[src/rtl/kfrp_pkg.sv]
// Package for the keyed Feistel range permutation.
// MD5 round constants, shift amounts and config register indexes; no dependencies.
`default_nettype none
package kfrp_pkg;
    localparam int unsigned CfgIdxW = 3;
    localparam logic [CfgIdxW-1:0] REG_RANGE_SIZE  = 3'd0;
    localparam logic [CfgIdxW-1:0] REG_VALUE_COUNT = 3'd1;
    localparam logic [CfgIdxW-1:0] REG_KEYED_MODE  = 3'd2;
    localparam logic [CfgIdxW-1:0] REG_KEY_ONE     = 3'd3;
    localparam logic [CfgIdxW-1:0] REG_KEY_TWO     = 3'd4;
    localparam logic [CfgIdxW-1:0] REG_KEY_THREE   = 3'd5;
    localparam logic [CfgIdxW-1:0] REG_KEY_FOUR    = 3'd6;

    localparam logic [31:0] MD5_A0 = 32'h67452301;
    localparam logic [31:0] MD5_B0 = 32'hefcdab89;
    localparam logic [31:0] MD5_C0 = 32'h98badcfe;
    localparam logic [31:0] MD5_D0 = 32'h10325476;

    function automatic logic [31:0] md5_k(input logic [5:0] i);
        logic [31:0] k;
        case (i)
            6'd0: k = 32'hd76aa478; 6'd1: k = 32'he8c7b756; 6'd2: k = 32'h242070db;
            6'd3: k = 32'hc1bdceee; 6'd4: k = 32'hf57c0faf; 6'd5: k = 32'h4787c62a;
            6'd6: k = 32'ha8304613; 6'd7: k = 32'hfd469501; 6'd8: k = 32'h698098d8;
            6'd9: k = 32'h8b44f7af; 6'd10: k = 32'hffff5bb1; 6'd11: k = 32'h895cd7be;
            6'd12: k = 32'h6b901122; 6'd13: k = 32'hfd987193; 6'd14: k = 32'ha679438e;
            6'd15: k = 32'h49b40821; 6'd16: k = 32'hf61e2562; 6'd17: k = 32'hc040b340;
            6'd18: k = 32'h265e5a51; 6'd19: k = 32'he9b6c7aa; 6'd20: k = 32'hd62f105d;
            6'd21: k = 32'h02441453; 6'd22: k = 32'hd8a1e681; 6'd23: k = 32'he7d3fbc8;
            6'd24: k = 32'h21e1cde6; 6'd25: k = 32'hc33707d6; 6'd26: k = 32'hf4d50d87;
            6'd27: k = 32'h455a14ed; 6'd28: k = 32'ha9e3e905; 6'd29: k = 32'hfcefa3f8;
            6'd30: k = 32'h676f02d9; 6'd31: k = 32'h8d2a4c8a; 6'd32: k = 32'hfffa3942;
            6'd33: k = 32'h8771f681; 6'd34: k = 32'h6d9d6122; 6'd35: k = 32'hfde5380c;
            6'd36: k = 32'ha4beea44; 6'd37: k = 32'h4bdecfa9; 6'd38: k = 32'hf6bb4b60;
            6'd39: k = 32'hbebfbc70; 6'd40: k = 32'h289b7ec6; 6'd41: k = 32'heaa127fa;
            6'd42: k = 32'hd4ef3085; 6'd43: k = 32'h04881d05; 6'd44: k = 32'hd9d4d039;
            6'd45: k = 32'he6db99e5; 6'd46: k = 32'h1fa27cf8; 6'd47: k = 32'hc4ac5665;
            6'd48: k = 32'hf4292244; 6'd49: k = 32'h432aff97; 6'd50: k = 32'hab9423a7;
            6'd51: k = 32'hfc93a039; 6'd52: k = 32'h655b59c3; 6'd53: k = 32'h8f0ccc92;
            6'd54: k = 32'hffeff47d; 6'd55: k = 32'h85845dd1; 6'd56: k = 32'h6fa87e4f;
            6'd57: k = 32'hfe2ce6e0; 6'd58: k = 32'ha3014314; 6'd59: k = 32'h4e0811a1;
            6'd60: k = 32'hf7537e82; 6'd61: k = 32'hbd3af235; 6'd62: k = 32'h2ad7d2bb;
            default: k = 32'heb86d391;
        endcase
        return k;
    endfunction

    function automatic logic [4:0] md5_s(input logic [5:0] i);
        logic [4:0] s;
        case ({i[5:4], i[1:0]})
            4'd0: s = 5'd7;   4'd1: s = 5'd12;  4'd2: s = 5'd17;  4'd3: s = 5'd22;
            4'd4: s = 5'd5;   4'd5: s = 5'd9;   4'd6: s = 5'd14;  4'd7: s = 5'd20;
            4'd8: s = 5'd4;   4'd9: s = 5'd11;  4'd10: s = 5'd16; 4'd11: s = 5'd23;
            4'd12: s = 5'd6;  4'd13: s = 5'd10; 4'd14: s = 5'd15; default: s = 5'd21;
        endcase
        return s;
    endfunction

    typedef struct packed {
        logic        start;
        logic [31:0] key;
        logic [15:0] arg;
        logic        two_bytes;
    } t_rf_req;
endpackage
`default_nettype wire

[src/rtl/keyed_feistel_range_permutation.sv]
// Top level: keyed pseudorandom permutation of 0..range_size-1.
// Identity mode or an exhausted sequence: S_CHECK, then S_TEST registers the result;
//   keyed mode adds walk attempts, each of 4 Feistel rounds (S_ROUND, S_WAIT) before S_TEST.
// One item at a time: o_stall is high outside S_IDLE, so no new item is taken until the last
//   has left S_OUT; the single MD5 step unit in kfrp_round_fn sets the speed of each round.
// Synchronous active-low reset clears counters, config to defaults, no clearing pass.
`default_nettype none
module keyed_feistel_range_permutation (
    input  wire logic        i_clk,
    input  wire logic        i_rst_n,
    input  wire logic        i_valid,
    output logic             o_stall,
    input  wire logic        i_restart,
    output logic             o_valid,
    input  wire logic        i_stall,
    output logic [31:0]      o_perm_value,
    output logic [31:0]      o_position,
    output logic             o_is_last,
    output logic             o_error_flag,
    input  wire logic        i_cfg_we,
    input  wire logic [kfrp_pkg::CfgIdxW-1:0] i_cfg_index,
    input  wire logic [31:0] i_cfg_data
);
    import kfrp_pkg::*;

    typedef enum logic [2:0] {S_IDLE, S_CHECK, S_ROUND, S_WAIT, S_TEST, S_OUT} t_state;

    t_state      r_state;
    logic [31:0] r_range, r_count;
    logic        r_keyed;
    logic [31:0] r_key [4];
    logic [32:0] r_walk;
    logic [31:0] r_emitted;
    logic [15:0] r_x, r_y;
    logic [1:0]  r_round;
    logic [5:0]  r_half;
    logic [15:0] r_mask;
    logic [31:0] r_w, r_n;
    logic        r_start;
    logic        r_tried;

    t_rf_req     w_req;
    logic        w_done;
    logic [15:0] w_rf;
    logic [31:0] w_cand;
    logic [5:0]  w_nb;

    always_comb begin
        w_req.start = r_start;
        w_req.key = r_key[r_round];
        w_req.arg = r_round[0] ? r_y : r_x;
        w_req.two_bytes = r_half > 6'd8;
    end

    kfrp_round_fn u_rf (
        .i_clk   (i_clk),
        .i_rst_n (i_rst_n),
        .i_req   (w_req),
        .o_done  (w_done),
        .o_result(w_rf)
    );

    // even bit count covering w-1, at least 2
    always_comb begin
        logic [31:0] t;
        t = r_w - 32'd1;
        w_nb = 6'd2;
        for (int i = 31; i >= 1; i--) begin
            if (t[i] && w_nb == 6'd2) w_nb = 6'(i + 1 + ((i + 1) & 1));
        end
        w_cand = (32'(r_x) << r_half) | 32'(r_y);
    end

    assign o_stall = (r_state != S_IDLE);

    always_ff @(posedge i_clk) begin
        r_start <= 1'b0;
        if (!i_rst_n) begin
            r_state <= S_IDLE;
            r_range <= 32'd1; r_count <= '0; r_keyed <= 1'b0;
            r_key[0] <= '0; r_key[1] <= '0; r_key[2] <= '0; r_key[3] <= '0;
            r_walk <= '0; r_emitted <= '0;
            o_valid <= 1'b0;
        end else begin
            if (i_cfg_we) begin
                unique case (i_cfg_index)
                    REG_RANGE_SIZE:  r_range <= i_cfg_data;
                    REG_VALUE_COUNT: r_count <= i_cfg_data;
                    REG_KEYED_MODE:  r_keyed <= i_cfg_data[0];
                    REG_KEY_ONE:     r_key[0] <= i_cfg_data;
                    REG_KEY_TWO:     r_key[1] <= i_cfg_data;
                    REG_KEY_THREE:   r_key[2] <= i_cfg_data;
                    REG_KEY_FOUR:    r_key[3] <= i_cfg_data;
                    default: ;
                endcase
            end
            unique case (r_state)
                S_IDLE: if (i_valid) begin
                    if (i_restart) begin r_walk <= '0; r_emitted <= '0; end
                    r_w <= (r_range == '0) ? 32'd1 : r_range;
                    r_state <= S_CHECK;
                end
                S_CHECK: begin
                    r_n <= (r_count < r_w) ? r_count : r_w;
                    r_half <= w_nb >> 1;
                    r_mask <= 16'((17'd1 << (w_nb >> 1)) - 17'd1);
                    r_state <= S_TEST;
                    r_round <= 2'd3;
                    r_tried <= 1'b0;
                end
                S_ROUND: begin
                    r_start <= 1'b1;
                    r_state <= S_WAIT;
                end
                S_WAIT: if (w_done) begin
                    if (r_round[0]) r_x <= (r_x ^ w_rf) & r_mask;
                    else            r_y <= (r_y ^ w_rf) & r_mask;
                    if (r_round == 2'd3) begin
                        r_tried <= 1'b1;
                        r_state <= S_TEST;
                    end else begin
                        r_round <= r_round + 2'd1;
                        r_state <= S_ROUND;
                    end
                end
                S_TEST: begin
                    // x, y hold the halves of the finished attempt, if any
                    if (r_emitted >= r_n) begin
                        o_perm_value <= '0; o_position <= '0; o_is_last <= 1'b0;
                        o_error_flag <= 1'b1; o_valid <= 1'b1; r_state <= S_OUT;
                    end else if (!r_keyed) begin
                        o_perm_value <= r_emitted; o_position <= r_emitted;
                        o_is_last <= (r_emitted + 32'd1 == r_n);
                        o_error_flag <= 1'b0; o_valid <= 1'b1;
                        r_emitted <= r_emitted + 32'd1; r_state <= S_OUT;
                    end else if (r_tried && w_cand < r_w) begin
                        o_perm_value <= w_cand; o_position <= r_emitted;
                        o_is_last <= (r_emitted + 32'd1 == r_n);
                        o_error_flag <= 1'b0; o_valid <= 1'b1;
                        r_emitted <= r_emitted + 32'd1; r_state <= S_OUT;
                    end else if (r_walk > ((33'd1 << r_half) << r_half) - 33'd1) begin
                        o_perm_value <= '0; o_position <= '0; o_is_last <= 1'b0;
                        o_error_flag <= 1'b1; o_valid <= 1'b1; r_state <= S_OUT;
                    end else begin
                        r_x <= r_walk[15:0] & r_mask;
                        r_y <= 16'(r_walk >> r_half) & r_mask;
                        r_walk <= r_walk + 33'd1;
                        r_round <= 2'd0;
                        r_state <= S_ROUND;
                    end
                end
                S_OUT: if (o_valid && !i_stall) begin
                    o_valid <= 1'b0;
                    r_state <= S_IDLE;
                end
                default: r_state <= S_IDLE;
            endcase
        end
    end

`ifndef SYNTHESIS
    a_valid_in_out: assert property (@(posedge i_clk) disable iff (!i_rst_n)
        o_valid |-> r_state == S_OUT) else $error("result outside output state");
    a_err_zero: assert property (@(posedge i_clk) disable iff (!i_rst_n)
        (o_valid && o_error_flag) |-> (o_perm_value == '0 && !o_is_last))
        else $error("error result not cleared");
    a_value_in_range: assert property (@(posedge i_clk) disable iff (!i_rst_n)
        (o_valid && !o_error_flag) |-> o_perm_value < r_w) else $error("value out of range");
`endif
endmodule
`default_nettype wire

[src/rtl/kfrp_round_fn.sv]
// Feistel round function: one MD5 compression of a short key+arg message,
// one MD5 step per cycle, digest folded to 16 bits. Uses kfrp_pkg.
`default_nettype none
module kfrp_round_fn (
    input  wire logic             i_clk,
    input  wire logic             i_rst_n,
    input  wire kfrp_pkg::t_rf_req i_req,
    output logic                  o_done,
    output logic [15:0]           o_result
);
    import kfrp_pkg::*;

    logic        r_busy;
    logic [5:0]  r_step;
    logic [31:0] r_a, r_b, r_c, r_d;
    logic [31:0] r_m0, r_m1;
    logic        r_two;
    logic        r_fin;
    logic [15:0] r_result;

    logic [31:0] w_f, w_sum, w_rot, w_m;
    logic [3:0]  w_g;
    logic [31:0] w_m2, w_m14;
    logic [31:0] h0, h1, h2, h3;
    logic [7:0]  w_hi, w_lo;

    always_comb begin
        unique case (r_step[5:4])
            2'd0: begin w_f = (r_b & r_c) | (~r_b & r_d); w_g = r_step[3:0]; end
            2'd1: begin
                w_f = (r_d & r_b) | (~r_d & r_c);
                w_g = 4'(5 * r_step[3:0] + 1);
            end
            2'd2: begin w_f = r_b ^ r_c ^ r_d; w_g = 4'(3 * r_step[3:0] + 5); end
            default: begin w_f = r_c ^ (r_b | ~r_d); w_g = 4'(7 * r_step[3:0]); end
        endcase
        // message words: key, arg + pad, zeros, bit length
        w_m2 = r_two ? 32'd0 : 32'd0;
        w_m14 = r_two ? 32'd48 : 32'd40;
        case (w_g)
            4'd0:  w_m = r_m0;
            4'd1:  w_m = r_m1;
            4'd14: w_m = w_m14;
            default: w_m = w_m2;
        endcase
        w_sum = w_f + r_a + md5_k(r_step) + w_m;
        w_rot = (w_sum << md5_s(r_step)) | (w_sum >> (6'd32 - {1'b0, md5_s(r_step)}));
        h0 = r_a + MD5_A0;
        h1 = r_b + MD5_B0;
        h2 = r_c + MD5_C0;
        h3 = r_d + MD5_D0;
        w_hi = h0[7:0] ^ h0[15:8] ^ h0[23:16] ^ h0[31:24]
             ^ h1[7:0] ^ h1[15:8] ^ h1[23:16] ^ h1[31:24];
        w_lo = h2[7:0] ^ h2[15:8] ^ h2[23:16] ^ h2[31:24]
             ^ h3[7:0] ^ h3[15:8] ^ h3[23:16] ^ h3[31:24];
    end

    always_ff @(posedge i_clk) begin
        r_fin <= 1'b0;
        if (!i_rst_n) begin
            r_busy <= 1'b0;
            r_step <= '0;
        end else if (i_req.start) begin
            r_busy <= 1'b1;
            r_step <= '0;
            r_a <= MD5_A0; r_b <= MD5_B0; r_c <= MD5_C0; r_d <= MD5_D0;
            r_m0 <= i_req.key;
            r_two <= i_req.two_bytes;
            r_m1 <= i_req.two_bytes ? {8'h00, 8'h80, i_req.arg}
                                    : {16'h0000, 8'h80, i_req.arg[7:0]};
        end else if (r_busy) begin
            r_a <= r_d; r_d <= r_c; r_c <= r_b;
            r_b <= r_b + w_rot;
            r_step <= r_step + 6'd1;
            if (r_step == 6'd63) begin
                r_busy <= 1'b0;
                r_fin <= 1'b1;
            end
        end
        if (r_fin) r_result <= {w_hi, w_lo};
    end

    // the fold is registered in the cycle after the last step
    logic r_done;
    always_ff @(posedge i_clk) begin
        if (!i_rst_n) r_done <= 1'b0;
        else          r_done <= r_fin;
    end
    assign o_done = r_done;
    assign o_result = r_result;

`ifndef SYNTHESIS
    a_fin_after_busy: assert property (@(posedge i_clk) disable iff (!i_rst_n)
        r_fin |-> $past(r_busy)) else $error("round done without work");
    a_done_follows: assert property (@(posedge i_clk) disable iff (!i_rst_n)
        r_fin |=> o_done) else $error("done lost");
    a_step_clear: assert property (@(posedge i_clk) disable iff (!i_rst_n)
        r_fin |-> r_step == 6'd0) else $error("step counter wrong");
`endif
endmodule
`default_nettype wire
[config.mk]
export PLATFORM = sky130hd
export DESIGN_NAME = keyed_feistel_range_permutation
export DESIGN_NICKNAME = d
export VERILOG_FILES = /design/src/rtl/kfrp_pkg.sv /design/src/rtl/keyed_feistel_range_permutation.sv /design/src/rtl/kfrp_round_fn.sv
export SDC_FILE = /design/constraint.sdc
export NUM_CORES = 2
export LEC_CHECK = 0
export BUFFER_PORTS_ARGS = -buffer_cell sky130_fd_sc_hd__buf_2
export CORE_MARGIN = 2
export CORE_UTILIZATION = 40
export DETAILED_ROUTE_END_ITERATION = 16
export PLACE_DENSITY = 0.67
export SETUP_SLACK_MARGIN = 0.15
export SKIP_LAST_GASP = 1
export SLEW_MARGIN = 10
export SYNTH_ARGS = -nofsm -noshare
export SYNTH_HDL_FRONTEND = slang
export SYNTH_SLANG_ARGS = --single-unit
[constraint.sdc]
create_clock -name i_clk -period 13.78 [get_ports i_clk]
set_input_delay 2.756 -clock i_clk [delete_from_list [all_inputs] [get_ports i_clk]]
set_output_delay 2.756 -clock i_clk [all_outputs]
set_load 0.1 [all_outputs]
==> run summary <==
status - completed
TNS Setup - 0 ns
r2r startpoint - u_rf.r_step[0]
worst min-delay path startpoint - r_range[6]
max incr delay on CP - 0.94 ns
most used cell along the critical path - fa_1
Pint - 3.74 mW
CTS tree - built
# hold bufs at CTS - 0
Clk network pwr share - 40.8%
critical path class - reg2reg
EDFF count, synth - 507
effective utilization at floorplan - 40.2%
core region area - 0.129 mm2
# resized after CTS - 0
Final Non-Filler Cells - 7392
CTS Root Cell - clkbuf_16
DR iter-0 viols - 5544
post-route ant nets - 0
drt first pass iters - 7
die width - 365 um
post-CTS setup buffers - 0
min Tclk post-route - 12.08 ns
Fill cells - 12500
Worst Reg2Reg Path Length in Cells - 40
Largest register FFs - 128
hold crit path type - reg2reg
Max Buffers Root-to-Sink - 3
CTS HTree Levels - 3
number of library cell types mapped by synthesis - 100
Setup WS pre-CTS - 1.87 ns
drt wl/cell - 23.9 um
height of the die - 365 um
Critical Path Slowest Stage Cell - a2111oi_0
asr flop ratio synth - 0%
Die Area - 0.133 mm2
worst slew pin tran - 1.21 ns
gpl congestion - 1.01
Worst EP arrival - 12.51 ns
first-pass GRT wire length - 264000 um
leak pwr - 21.8 nW
P_sw - 1.52 mW
Comb power frac - 14.3%
Clock Pin Slew Worst Setup and Hold Paths - 0.06 ns
share of layout cells above drive strength 1 - 10.7%
most flop-heavy register - r_key
count of pins over their slew limit - 0
Placed Instances - 7235
synthesized area per cell - 9.07 um2
Worst Path Required - 14.21 ns
Ports - 109
clock latency on the worst-skew pair - 0.71 ns
Port Buffers - 108
# rows - 132
maxcap violations - 0
power density cells - 93.1 mW/mm2
vias per cell - 6.12
Switching Fraction - 29.0%
slew margin rel. - 18.7%
YS warnings - 0
worst hold path cell count - 0
crit-path max FO - 17
GRT Overall Usage - 25.9%
largest net degree at the start of global routing - 98
sequential-to-total area share from yosys stat - 36.2%
final hold vios - 0
Final Skew - 0.0554 ns
vias in the first global route - 41700
Fmax - 0.0828 GHz
fin worst setup slack - 1.70 ns
Num CTS Buffers - 82
top flop regs - r_key x128, r_walk x33
synthesized flop and latch total - 688
DP HPWL - 130000 um
Clock Sinks - 688
Vias - 45200
Tcrit/Tclk final - 87.7%
setup violators final - 0
Critical Path Start - u_rf.r_step[0]
Worst setup EP type - flop
maximum vdd drop - 0.116 mV
Routed WL - 177000 um
Remaining Overflow, GRT - 0
Startpoint Class - flop
Final #Nets - 5907
P&R area growth vs syn - 8.62%
RSZ-0062 raised after global routing - false
# DRC - 0
Post-Synthesis Cells - 5736
Sequential Power Share - 45.0%
top_reg_cell synth - edfxtp_1
initial antenna violation count - 11
Mapped Area - 0.0520 mm2
area by class of cell:
class	count	area, um2	share of cell area [%]
Multi-Input combinational cell	4344	30600	54.2
Sequential cell	688	18900	33.4
Clock buffer	110	2230	3.95
Tap cell	1742	2180	3.86
Timing Repair Buffer	193	1180	2.09
Inverter	268	1010	1.79
Clock inverter	43	409	0.724
Antenna cell	4	10.0	0.0177
cells in the mapped netlist, drive strengths merged (117+ instances only):
library cell	n	area share, %
nor2	334	2.4
a21o	117	1.7
o21ai	270	2.6
nand2	663	4.8
nand3	151	1.5
clkbuf	383	2.8
dfxtp	181	7.0
xnor2	381	6.4
edfxtp	507	29
inv	266	1.9
mux2i	128	2.5
a21oi	392	3.8
and2	163	2.0
ha	224	5.4
nor3	152	1.5
per-stage QoR:
step / hold slack [ns] / total power [mW] / utilization [%] / area [um2]
5_1_grt: 0.469 / 5.43 / 43.7 / 56500
3_3_place_gp: 0.441 / 3.13 / 41.7 / 53900
2_1_floorplan: 0.442 / 2.93 / - / 52000
3_5_place_dp: 0.443 / 3.15 / 41.7 / 53900
4_1_cts: 0.459 / 5.28 / 43.7 / 56500
6_report: 0.459 / 5.26 / 43.7 / 56500
path summary, 6_finish.rpt:
| kind | end | slack [ns] |
|---|---|---|
| worst max-delay path | u_rf.r_b[30] | 1.70 |
| worst min-delay path | r_w[6] | 0.46 |
| worst max register to register | u_rf.r_b[30] | 1.70 |
| worst min register to register | r_w[6] | 0.46 |
power by group through the flow:
stage          Sequential, mW  Clock (mW)  Combinational, mW
2_1_floorplan            2.46           0              0.463
3_3_place_gp             2.41           0              0.724
3_5_place_dp             2.41           0              0.735
4_1_cts                  2.37        2.18              0.739
5_1_grt                  2.37        2.25              0.804
6_report                 2.37        2.15              0.750
placed cells by master, fill, tap and decap left out, types with 85 or more instances in the layout:
| master | instances |
|---|---|
| ha_1 | 224 |
| nand2_1 | 661 |
| buf_2 | 108 |
| mux2i_1 | 128 |
| inv_1 | 258 |
| nor3_1 | 149 |
| buf_4 | 85 |
| dfxtp_1 | 177 |
| and2_1 | 160 |
| o21ai_0 | 262 |
| nand3_1 | 151 |
| and3_1 | 115 |
| a21o_1 | 117 |
| edfxtp_1 | 507 |
| nor2_1 | 327 |
| xnor2_1 | 379 |
| a21oi_1 | 392 |
layer usage:
layer / global-route usage [%] / vias up / part of all wire [%]
met1: 34.5 / 22000 / 40
li1: - / 20500 / -
met4: 11.1 / 10 / 4.6
met5: 0 / - / 0.036
met3: 4.94 / 422 / 9.8
met2: 40.9 / 2330 / 45
cells by family (layout without fill, tap and decap cells):
kind of cell    count (synthesis)  count (layout)  share of synthesized area (%)
other cells                     1               7                        0.00721
flops                         688             688                           36.2
compound gates               1414            1414                           18.0
xor+xnor                      435             435                           7.43
mux                           275             275                           7.22
simple gates                 1928            1928                           18.1
buf+inv                       706             614                           5.17
fa+ha+maj                     289             289                           7.89
worst max-delay path, delay by kind of cell, from the launching register on:
kind	cells	cell delay [ns]
flops	1	0.59
xor+xnor	3	0.50
buf+inv	3	0.21
simple gates	9	2.63
fa+ha+maj	7	2.66
compound gates	16	4.48
mux	2	0.69
Note: power is estimated with default switching activity, not from simulation.
